--- config.mk ---
export PLATFORM = sky130hd
export DESIGN_NAME = position_indexed_list_unit
export DESIGN_NICKNAME = d
export VERILOG_FILES = /design/src/pil_pkg.sv /design/src/pil_cell.sv /design/src/position_indexed_list_unit.sv
export SDC_FILE = /design/constraint.sdc
export NUM_CORES = 2
export LEC_CHECK = 0
export ABC_AREA = 0
export BUFFER_PORTS_ARGS = -buffer_cell sky130_fd_sc_hd__buf_2
export CORE_ASPECT_RATIO = 1.1
export CORE_MARGIN = 3
export CORE_UTILIZATION = 44
export CTS_BUF_LIST = sky130_fd_sc_hd__clkbuf_8
export CTS_CLUSTER_DIAMETER = 120
export DETAILED_ROUTE_END_ITERATION = 6
export RECOVER_POWER = 100
export SYNTH_ARGS = -nofsm -noshare
export SYNTH_HDL_FRONTEND = slang
export SYNTH_HIERARCHICAL = 1
export SYNTH_SLANG_ARGS = --single-unit
--- constraint.sdc ---
create_clock -name clk_i -period 5.58 [get_ports clk_i]
set_clock_uncertainty 0.05 [all_clocks]
set_input_delay 0.279 -clock clk_i [delete_from_list [all_inputs] [get_ports clk_i]]
set_output_delay 0.279 -clock clk_i [all_outputs]
set_load 0.05 [all_outputs]
--- src/pil_pkg.sv ---
// Shared types and codes for the position indexed list unit.
package pil_pkg;

  typedef enum logic [2:0] {
    ACT_INSERT = 3'd0,
    ACT_DELETE = 3'd1,
    ACT_GET    = 3'd2,
    ACT_LOCATE = 3'd3,
    ACT_CLEAR  = 3'd4
  } pil_action_e;

  typedef enum logic [1:0] {
    ST_OK       = 2'd0,
    ST_BADPOS   = 2'd1,
    ST_FULL     = 2'd2,
    ST_NOTFOUND = 2'd3
  } pil_status_e;

  localparam int unsigned DataWidth  = 32;
  localparam int unsigned PosWidth   = 5;

  // Per-cell update controls for one cycle.
  typedef struct packed {
    logic load;        // take the incoming word
    logic take_left;   // take the word of the lower neighbor
    logic take_right;  // take the word of the upper neighbor
  } pil_cell_ctrl_t;

endpackage

--- src/pil_cell.sv ---
// One storage cell of the list: holds one word, shifts and compares.
module pil_cell (
  input  logic                                clk_i,
  input  pil_pkg::pil_cell_ctrl_t             ctrl_i,
  input  logic signed [pil_pkg::DataWidth-1:0] value_i,
  input  logic signed [pil_pkg::DataWidth-1:0] left_i,
  input  logic signed [pil_pkg::DataWidth-1:0] right_i,
  input  logic                                valid_i,
  input  logic                                seen_i,
  output logic                                seen_o,
  output logic                                first_o,
  output logic signed [pil_pkg::DataWidth-1:0] data_o
);
  import pil_pkg::*;

  logic signed [DataWidth-1:0] data_q, data_d;
  logic                        hit;

  always_comb begin
    data_d = data_q;
    if (ctrl_i.load) begin
      data_d = value_i;
    end else if (ctrl_i.take_left) begin
      data_d = left_i;
    end else if (ctrl_i.take_right) begin
      data_d = right_i;
    end
  end

  always_ff @(posedge clk_i) begin
    data_q <= data_d;
  end

  // The match token runs up the chain so that only the lowest hit reports.
  assign hit     = valid_i && (data_q == value_i);
  assign first_o = hit && !seen_i;
  assign seen_o  = hit || seen_i;
  assign data_o  = data_q;

endmodule

--- src/position_indexed_list_unit.sv ---
// Top level of the position indexed list unit: control and a row of cells.
//
// Usage: a command word (action, position, value) is taken at a rising edge
// where start_i is high and busy_o is low. busy_o stays low, so a new command
// may be issued in every cycle. In the cycle after a command is taken, done_o is
// high for exactly one cycle and the result word (status, read value, found
// position and list length) is valid on the result ports in that cycle.
// The throughput is one command per cycle: every
// cell of the chain shifts, loads or compares in parallel, and the locate
// result is found by a first-match token that ripples through the chain in
// the same cycle.
// Positions are 1-based. Insert moves the upper part of the list one cell up,
// delete moves it one cell down; get reads one cell through an OR-select.
// Reset clears the element count and the result strobe; cell contents are not
// cleared and are only read once an insert has written them.
// The receiver cannot stall: a result is shown for its one cycle only, and
// the caller must take it then.
module position_indexed_list_unit #(
  parameter int unsigned CAPACITY = 16
) (
  input  logic                                 clk_i,
  input  logic                                 rst_ni,
  input  logic                                 start_i,
  output logic                                 busy_o,
  input  logic [2:0]                           action_i,
  input  logic [pil_pkg::PosWidth-1:0]         position_i,
  input  logic signed [pil_pkg::DataWidth-1:0] value_i,
  output logic                                 done_o,
  output logic [1:0]                           status_o,
  output logic signed [pil_pkg::DataWidth-1:0] read_value_o,
  output logic [pil_pkg::PosWidth-1:0]         found_position_o,
  output logic [pil_pkg::PosWidth-1:0]         elem_count_o
);
  import pil_pkg::*;

  // Width of the element count, which must hold CAPACITY itself.
  localparam int unsigned CntWidth = $clog2(CAPACITY + 1);
  // Common compare width for positions, counts and cell indexes.
  localparam int unsigned CmpWidth =
    ((CntWidth > PosWidth) ? CntWidth : PosWidth) + 1;

  logic [CntWidth-1:0] fill_q, fill_d;
  logic                done_q;
  pil_status_e         status_q, status_d;
  logic signed [DataWidth-1:0] rdval_q, rdval_d;
  logic [PosWidth-1:0] found_q, found_d;
  logic [PosWidth-1:0] length_q;

  logic                accept;
  logic [CmpWidth-1:0] pos_ext, fill_ext;
  logic                pos_ins_ok, pos_acc_ok, room_ok;
  logic                do_insert, do_delete;

  pil_cell_ctrl_t              cell_ctrl [CAPACITY];
  logic signed [DataWidth-1:0] cell_data [CAPACITY];
  logic                        cell_valid[CAPACITY];
  logic                        cell_first[CAPACITY];
  logic                        seen_chain[CAPACITY+1];

  assign accept   = start_i && !busy_o;
  assign busy_o   = 1'b0;
  assign pos_ext  = CmpWidth'(position_i);
  assign fill_ext = CmpWidth'(fill_q);

  assign pos_ins_ok = (pos_ext != '0) && (pos_ext <= fill_ext + CmpWidth'(1));
  assign pos_acc_ok = (pos_ext != '0) && (pos_ext <= fill_ext);
  assign room_ok    = (fill_ext < CmpWidth'(CAPACITY));

  assign do_insert = accept && (pil_action_e'(action_i) == ACT_INSERT)
                     && pos_ins_ok && room_ok;
  assign do_delete = accept && (pil_action_e'(action_i) == ACT_DELETE)
                     && pos_acc_ok;

  // Per-cell controls: cell k holds list position k+1.
  always_comb begin
    for (int k = 0; k < CAPACITY; k++) begin
      cell_ctrl[k].load       = do_insert && (CmpWidth'(k) + CmpWidth'(1) == pos_ext);
      cell_ctrl[k].take_left  = do_insert && (CmpWidth'(k) + CmpWidth'(1) > pos_ext)
                                && (CmpWidth'(k) <= fill_ext);
      cell_ctrl[k].take_right = do_delete && (CmpWidth'(k) + CmpWidth'(1) >= pos_ext)
                                && (CmpWidth'(k) + CmpWidth'(1) < fill_ext);
      cell_valid[k]           = CmpWidth'(k) < fill_ext;
    end
  end

  assign seen_chain[0] = 1'b0;

  for (genvar g = 0; g < CAPACITY; g++) begin : g_cell
    pil_cell u_cell (
      .clk_i   (clk_i),
      .ctrl_i  (cell_ctrl[g]),
      .value_i (value_i),
      .left_i  ((g == 0) ? value_i : cell_data[(g == 0) ? 0 : g - 1]),
      .right_i ((g == CAPACITY - 1) ? cell_data[g]
                                    : cell_data[(g == CAPACITY - 1) ? g : g + 1]),
      .valid_i (cell_valid[g]),
      .seen_i  (seen_chain[g]),
      .seen_o  (seen_chain[g+1]),
      .first_o (cell_first[g]),
      .data_o  (cell_data[g])
    );
  end

  // Result word and the new element count.
  always_comb begin
    logic signed [DataWidth-1:0] sel_data;
    logic [CmpWidth-1:0]         hit_pos;
    sel_data = '0;
    hit_pos  = '0;
    for (int k = 0; k < CAPACITY; k++) begin
      if (CmpWidth'(k) + CmpWidth'(1) == pos_ext) begin
        sel_data = sel_data | cell_data[k];
      end
      if (cell_first[k]) begin
        hit_pos = hit_pos | (CmpWidth'(k) + CmpWidth'(1));
      end
    end

    fill_d   = fill_q;
    status_d = ST_OK;
    rdval_d  = '0;
    found_d  = '0;
    case (pil_action_e'(action_i))
      ACT_INSERT: begin
        if (!pos_ins_ok) begin
          status_d = ST_BADPOS;
        end else if (!room_ok) begin
          status_d = ST_FULL;
        end else begin
          fill_d = fill_q + CntWidth'(1);
        end
      end
      ACT_DELETE: begin
        if (!pos_acc_ok) begin
          status_d = ST_BADPOS;
        end else begin
          fill_d = fill_q - CntWidth'(1);
        end
      end
      ACT_GET: begin
        if (!pos_acc_ok) begin
          status_d = ST_BADPOS;
        end else begin
          rdval_d = sel_data;
        end
      end
      ACT_LOCATE: begin
        if (seen_chain[CAPACITY]) begin
          found_d = PosWidth'(hit_pos);
        end else begin
          status_d = ST_NOTFOUND;
        end
      end
      ACT_CLEAR: begin
        fill_d = '0;
      end
      default: begin
        fill_d = fill_q;
      end
    endcase
  end

  always_ff @(posedge clk_i or negedge rst_ni) begin
    if (!rst_ni) begin
      fill_q <= '0;
      done_q <= 1'b0;
    end else begin
      done_q <= accept;
      if (accept) begin
        fill_q <= fill_d;
      end
    end
  end

  always_ff @(posedge clk_i) begin
    if (accept) begin
      status_q <= status_d;
      rdval_q  <= rdval_d;
      found_q  <= found_d;
      length_q <= PosWidth'(fill_d);
    end
  end

  assign done_o           = done_q;
  assign status_o         = status_q;
  assign read_value_o     = rdval_q;
  assign found_position_o = found_q;
  assign elem_count_o     = length_q;

`ifndef SYNTHESIS
  // The element count never exceeds the number of cells.
  a_fill_bound: assert property (@(posedge clk_i) disable iff (!rst_ni)
    fill_q <= CntWidth'(CAPACITY))
    else $error("element count above capacity");

  // Every accepted command yields a result in the next cycle.
  a_one_result: assert property (@(posedge clk_i) disable iff (!rst_ni)
    accept |=> done_o)
    else $error("accepted command without result");

  // A failed command leaves the element count as it was.
  a_error_keeps: assert property (@(posedge clk_i) disable iff (!rst_ni)
    (done_o && (status_o != ST_OK)) |-> $stable(fill_q))
    else $error("failed command changed the list length");

  // A locate miss reports no position.
  a_miss_zero: assert property (@(posedge clk_i) disable iff (!rst_ni)
    (done_o && (status_o == ST_NOTFOUND)) |-> (found_position_o == '0))
    else $error("locate miss with a nonzero position");
`endif

endmodule

# Word level (Yosys, flattened, before mapping)
# Cells that the tools add are included.
[op_classes]
n_addsub = 3
order_cmp = 66
n_mux = 88
eq_ne = 36
n_bitwise = 15
reduce_logical = 167
[ops]
columns = ["op", "n"]
rows = [
  ["$mux W32", 63],
  ["$eq A32 B32 Y1", 16],
  ["$or A32 B32 Y32", 15],
  ["$logic_and A1 B1 Y1", 116],
  ["$reduce_bool A3 Y1", 15],
  ["$eq A4 B5 Y1 const A", 8],
  ["$ge A4 B5 Y1 const A", 8],
  ["$gt A4 B5 Y1 const A", 8],
  ["$le A4 B5 Y1 const A", 8],
  ["$lt A4 B5 Y1 const A", 8],
  ["$mux W4", 8],
  ["$eq A3 B5 Y1 const A", 4],
  ["$ge A3 B5 Y1 const A", 4],
  ["$gt A3 B5 Y1 const A", 4],
  ["$le A3 B5 Y1 const A", 4],
  ["$lt A3 B5 Y1 const A", 4],
  ["$mux W5", 4],
  ["$logic_not A1 Y1", 15],
  ["$logic_or A1 B1 Y1", 15],
  ["$pmux W5 S3", 1],
  ["$mux W3", 4],
  ["$eq A2 B5 Y1 const A", 2],
  ["$ge A2 B5 Y1 const A", 2],
  ["$gt A2 B5 Y1 const A", 2],
  ["other kinds (26)", 37],
]
[totals]
elab_cells = 397
regBits = 562
input_bits = 43
out_inout_bits = 46

# Logic depth before layout (Yosys ltp)
[logic_depth]
ltp_word = 32
mapped_depth = 38
ltp_nobuf = 37

# Cells and area by module
# The synthesis kept the hierarchy.
[by_module_without_submodules]
columns = ["module", "instances", "cells_each", "seq_area_each_um2", "area_each_um2"]
rows = [
  ["pil_cell", 16, 188, 960.9, 2021.9],
  ["position_indexed_list_unit", 1, 836, 1471.4, 6178.4],
]

# Worst setup path after synthesis
# No wires, ideal clock.
[synth_timing]
path_kind = "reg2reg"
start = "reg fill_q[4]"
end = "reg found_q[0] (netlist: found_position_o[0]), data pin"
slack_ns = 1.032
synth_period_minus_slack_ns = 4.548
arrival_time_ns = 4.344
n_path_buf = 1
path_stages_with_launch = 38
setup_time_ns = 0.154
required_time_ns = 5.376
cell_sequence = "dfrtp_1 clkbuf_1 nor2_1 inv_1 nor2_1 o21ai_0 o2111ai_1 o31ai_1 inv_1 o31ai_1 inv_1 o31ai_1 inv_1 o31ai_1 inv_1 o31ai_1 inv_1 o31ai_1 [... 2 more ...] inv_1 o31ai_1 inv_1 o31ai_1 inv_1 o31ai_1 inv_1 o31ai_1 inv_1 o31ai_1 inv_1 o31ai_1 inv_1 o31ai_1 inv_1 o31ai_1 nand4_1 a31oi_1"
[synth_lines]
columns = ["element", "line_no", "text"]
rows = [
  ["start, declared", "position_indexed_list_unit.sv:42", "logic [CntWidth-1:0] fill_q, fill_d;"],
  ["start signal, assigned", "position_indexed_list_unit.sv:170", "fill_q <= fill_d;"],
  ["end signal, assigned", "position_indexed_list_unit.sv:179", "found_q <= found_d;"],
  ["end, declared", "position_indexed_list_unit.sv:46", "logic [PosWidth-1:0] found_q, found_d;"],
]

==> impl_results.md <==
* Run status: finished, violations left
* Failing checks: design-rule violations, max-capacitance violations, max-slew violations
* PortBufs at 87
* Synth-to-Final Area Change at 11.0%
* Final HPWL DP at 108000 um
* Placed cells at between 4000 and 5000
* #FFs+latches synth at approximately 560
* Final cell count without fillers at 5185
* Num rows at about 110
* Initial core utilization at 0.445
* Fin nets at ~4000
* 1st-iter DRT viols at roughly 5600
* I/O Pins at 89
* Largest net degree at the start of global routing at 65
* Initial antenna violation count at 11
* Num CTS Buffers at 102
* Clk sink count at 562
* Full die area at about 91000 um2
* Slew at the pin closest to its max-slew limit at between 4000 and 5000 ps
* Post-synthesis cell type count at 63
* Post-route clock period utilization at 0.965
* CTS root buf: clkbuf_8
* Fmax at roughly 0.19 GHz
* DRC at 4
* Syn Area/Cell at around 10 um2
* Worst Path Max Fanout at 22
* Max-slew violations at 80
* Die width at around 290 um
* Sw frac at 0.311
* Die H at between 300 and 400 um
* Flop pwr share at 0.469
* Final instance area at 42800 um2
* Pleak at approximately 13 nW
* Synth Warn # at 6
* Routed WL per cell at around 33 um
* Psw at about 3.2 mW
* Via count at 34100
* Area after DPL at just over 40000 um2
* Post-synthesis sequential area ratio at 0.437
* Combinational share of power at 0.155
* Rel. slew slack at -1.70
* Worst skew pair latency at roughly 780 ps
* All-Layer GR Usage at 0.364
* CTS max path bufs at 3
* Pwr per Cell Area at about 240 nW/um2
* Worst EP required at between 6000 and 7000 ps
* Ys async rst share at 0.0107
* Gate Count Post-Synth at 3844
* Max VDD drop at 0.159 mV
* Total gr overflow at 0
* Drt first pass iters at 7
* DRT Wirelength at between 150000 and 200000 um
* Post-layout minimum cycle time at about 5400 ps
* Share of layout cells above drive strength 1 at 0.117
* GP Congestion at just over 1
* Post-synth EDFFs at 556
* Core Region at between 80000 and 90000 um2
* Crit path kind: reg2reg
* Main synth FF type: edfxtp_1
* Total power at about 10 mW
* Post-DRT Antenna Nets at 0
* Clock network power share at 0.376
* Critical path startpoint category: flop
* WP data arrival at 5830 ps
* Cell Area, Synth at 38500 um2
* Vias in the first global route at roughly 32000
* H-Tree Depth at 3
* TritonCTS clock tree: done
* Global-route wire length before repair at 237000 um
* HP Class: in2reg
* Worst-path clk slew at 60 ps
* Pint at roughly 7.2 mW
* # fillers at between 8000 and 9000
* Max_cap viols at 2
* Kind of end point of the critical path: flop
* Drt via density at around 6.6
* Final setup vio count at 0
* Final Hold Viols at 0
cell families after synthesis:
| logic type | Yosys count | share of synthesized area |
|---|---|---|
| other cells | 1 | 0.0000973 |
| buf+inv | 340 | 0.0372 |
| compound gates | 901 | 0.144 |
| xor+xnor | 467 | 0.106 |
| flops | 562 | 0.437 |
| mux | 516 | 0.134 |
| simple gates | 1042 | 0.136 |
| fa+ha+maj | 15 | 0.00487 |
sequential cells by signal, summed over array words and instances, names as in the netlist:
register,flops
found_position_o,5
elem_count_o,5
fill_q,5
g_cell.u_cell/data_o,512
read_value_o,32
done_o,1
status_o,2
stage by stage:
| stage | setup WS, ps | utilization | setup TNS (ps) | hold slack (ps) |
|---|---|---|---|---|
| detailed placement | 50.3 | 0.473 | 0 | 82.1 |
| global route | -63.2 | 0.494 | -197 | 29.9 |
| CTS | 127 | 0.496 | 0 | 2.92 |
| global placement | 88.5 | 0.473 | 0 | 73.1 |
| finish | 198 | 0.494 | 0 | 31.7 |
| floorplan | 1030 | - | 0 | -66.6 |
critical path: stages, from the launching register on:
cell      delay (ps)
dfrtp_1          510
clkbuf_1         380
and2_0           180
clkbuf_1         300
nand2_1          190
xnor2_1          160
ha_1             300
nand3_1           90
o32ai_1          170
a21oi_1          180
or3_2            820
nor4_4           400
clkbuf_2         920
mux2i_1          330
o21ai_0          120
layer usage:
metal,vias to the layer above,GRT usage,wire length (um)
li1,14400,-,-
met2,2707,0.543,73500
met3,571,0.0844,21300
met1,16400,0.483,63900
met4,2,0.217,11600
met5,-,0,13
area by class of cell:
class	count	area (um2)	area share
Clock inverter	79	488	0.0114
Tap cell	1150	1440	0.0336
Multi-Input combinational cell	2945	20500	0.480
Sequential cell	562	16800	0.394
Inverter	84	315	0.00737
Timing Repair Buffer	254	1710	0.0400
Antenna cell	9	22.5	0.000527
Clock buffer	102	1400	0.0328
cells in the mapped netlist (all sizes together), types with 2 or more instances:
| cell type | number | area (um2) |
|---|---|---|
| nand2 | 655 | 2460 |
| edfxtp | 556 | 16700 |
| o21ai | 526 | 2630 |
| mux2i | 513 | 5130 |
| xor2 | 432 | 3780 |
| a22oi | 251 | 1880 |
| clkbuf | 173 | 649 |
| nor4 | 149 | 1500 |
| inv | 84 | 315 |
| buf | 83 | 470 |
| nor2 | 70 | 270 |
| nor3 | 56 | 280 |
| xnor2 | 35 | 307 |
| nand4 | 21 | 131 |
| or3 | 21 | 136 |
| nand3 | 20 | 100 |
| o31ai | 19 | 156 |
| a21oi | 18 | 90.1 |
| a222oi | 17 | 170 |
| o2111a | 16 | 180 |
| o2111ai | 16 | 140 |
| or2b | 16 | 120 |
| ha | 15 | 188 |
| a21o | 10 | 75.1 |
| dfrtp | 6 | 150 |
| a211oi | 5 | 37.5 |
| a31oi | 5 | 31.3 |
| nor4b | 5 | 50.0 |
| and2 | 4 | 25.0 |
| nand2b | 4 | 25.0 |
| nor3b | 4 | 30.0 |
| o211ai | 4 | 30.0 |
| or2 | 4 | 25.0 |
| and3 | 3 | 18.8 |
| mux2 | 3 | 33.8 |
| nand3b | 3 | 22.5 |
| nor2b | 3 | 18.8 |
| a2111oi | 2 | 23.8 |
| o221ai | 2 | 17.5 |
| o311ai | 2 | 17.5 |
| or3b | 2 | 17.5 |
| or4 | 2 | 15.0 |
placed cells by master, fill, tap and decap left out, types with 18 or more instances in the layout:
cell type / Yosys / layout
inv_1: 82 / 107
nor3_1: 56 / 51
clkbuf_4: 0 / 22
nor4_2: 83 / 84
a21oi_1: 18 / 18
nor2_1: 69 / 54
buf_2: 64 / 43
nor4_1: 63 / 61
clkbuf_8: 0 / 102
clkinv_1: 0 / 25
a22oi_1: 251 / 251
nand2_1: 655 / 655
xor2_1: 432 / 431
clkinv_2: 0 / 18
edfxtp_1: 556 / 556
nand4_1: 21 / 21
nand3_1: 20 / 20
xnor2_1: 35 / 35
buf_4: 17 / 100
o21ai_0: 526 / 525
clkbuf_1: 173 / 53
mux2i_1: 513 / 513
power by group through the flow:
stage | combinational (mW) | clock, mW | sequential [mW]
after floorplan | 0.820 | 0 | 5.00
after global placement | 1.57 | 0 | 4.96
after detailed placement | 1.58 | 0 | 4.96
after CTS | 1.59 | 3.93 | 4.88
after global routing | 1.70 | 4.12 | 4.89
final | 1.61 | 3.91 | 4.88
worst paths after layout:
path                        startpoint                           end  slack [ps]  depth (start not counted)
max in group asynchronous       rst_ni                     fill_q[4]        4750                          3
hold reg to reg              fill_q[1]                     fill_q[1]         530                          2
setup reg to reg             fill_q[2]  g_cell[12].u_cell/data_o[10]         200                         14
hold / removal             action_i[1]                   status_o[0]          30                          3
min in group asynchronous       rst_ni                     fill_q[2]         440                          3
setup / recovery             fill_q[2]  g_cell[12].u_cell/data_o[10]         200                         14
what timing repair did:
item                                    in CTS  in global routing
resized for setup                            0                 14
endpoints found under the setup margin       0                  7
hold buffers                                12                  0
buffers inserted                             0                  5
endpoints found under the hold margin       31                  0
(Power assumes the default switching activity.)
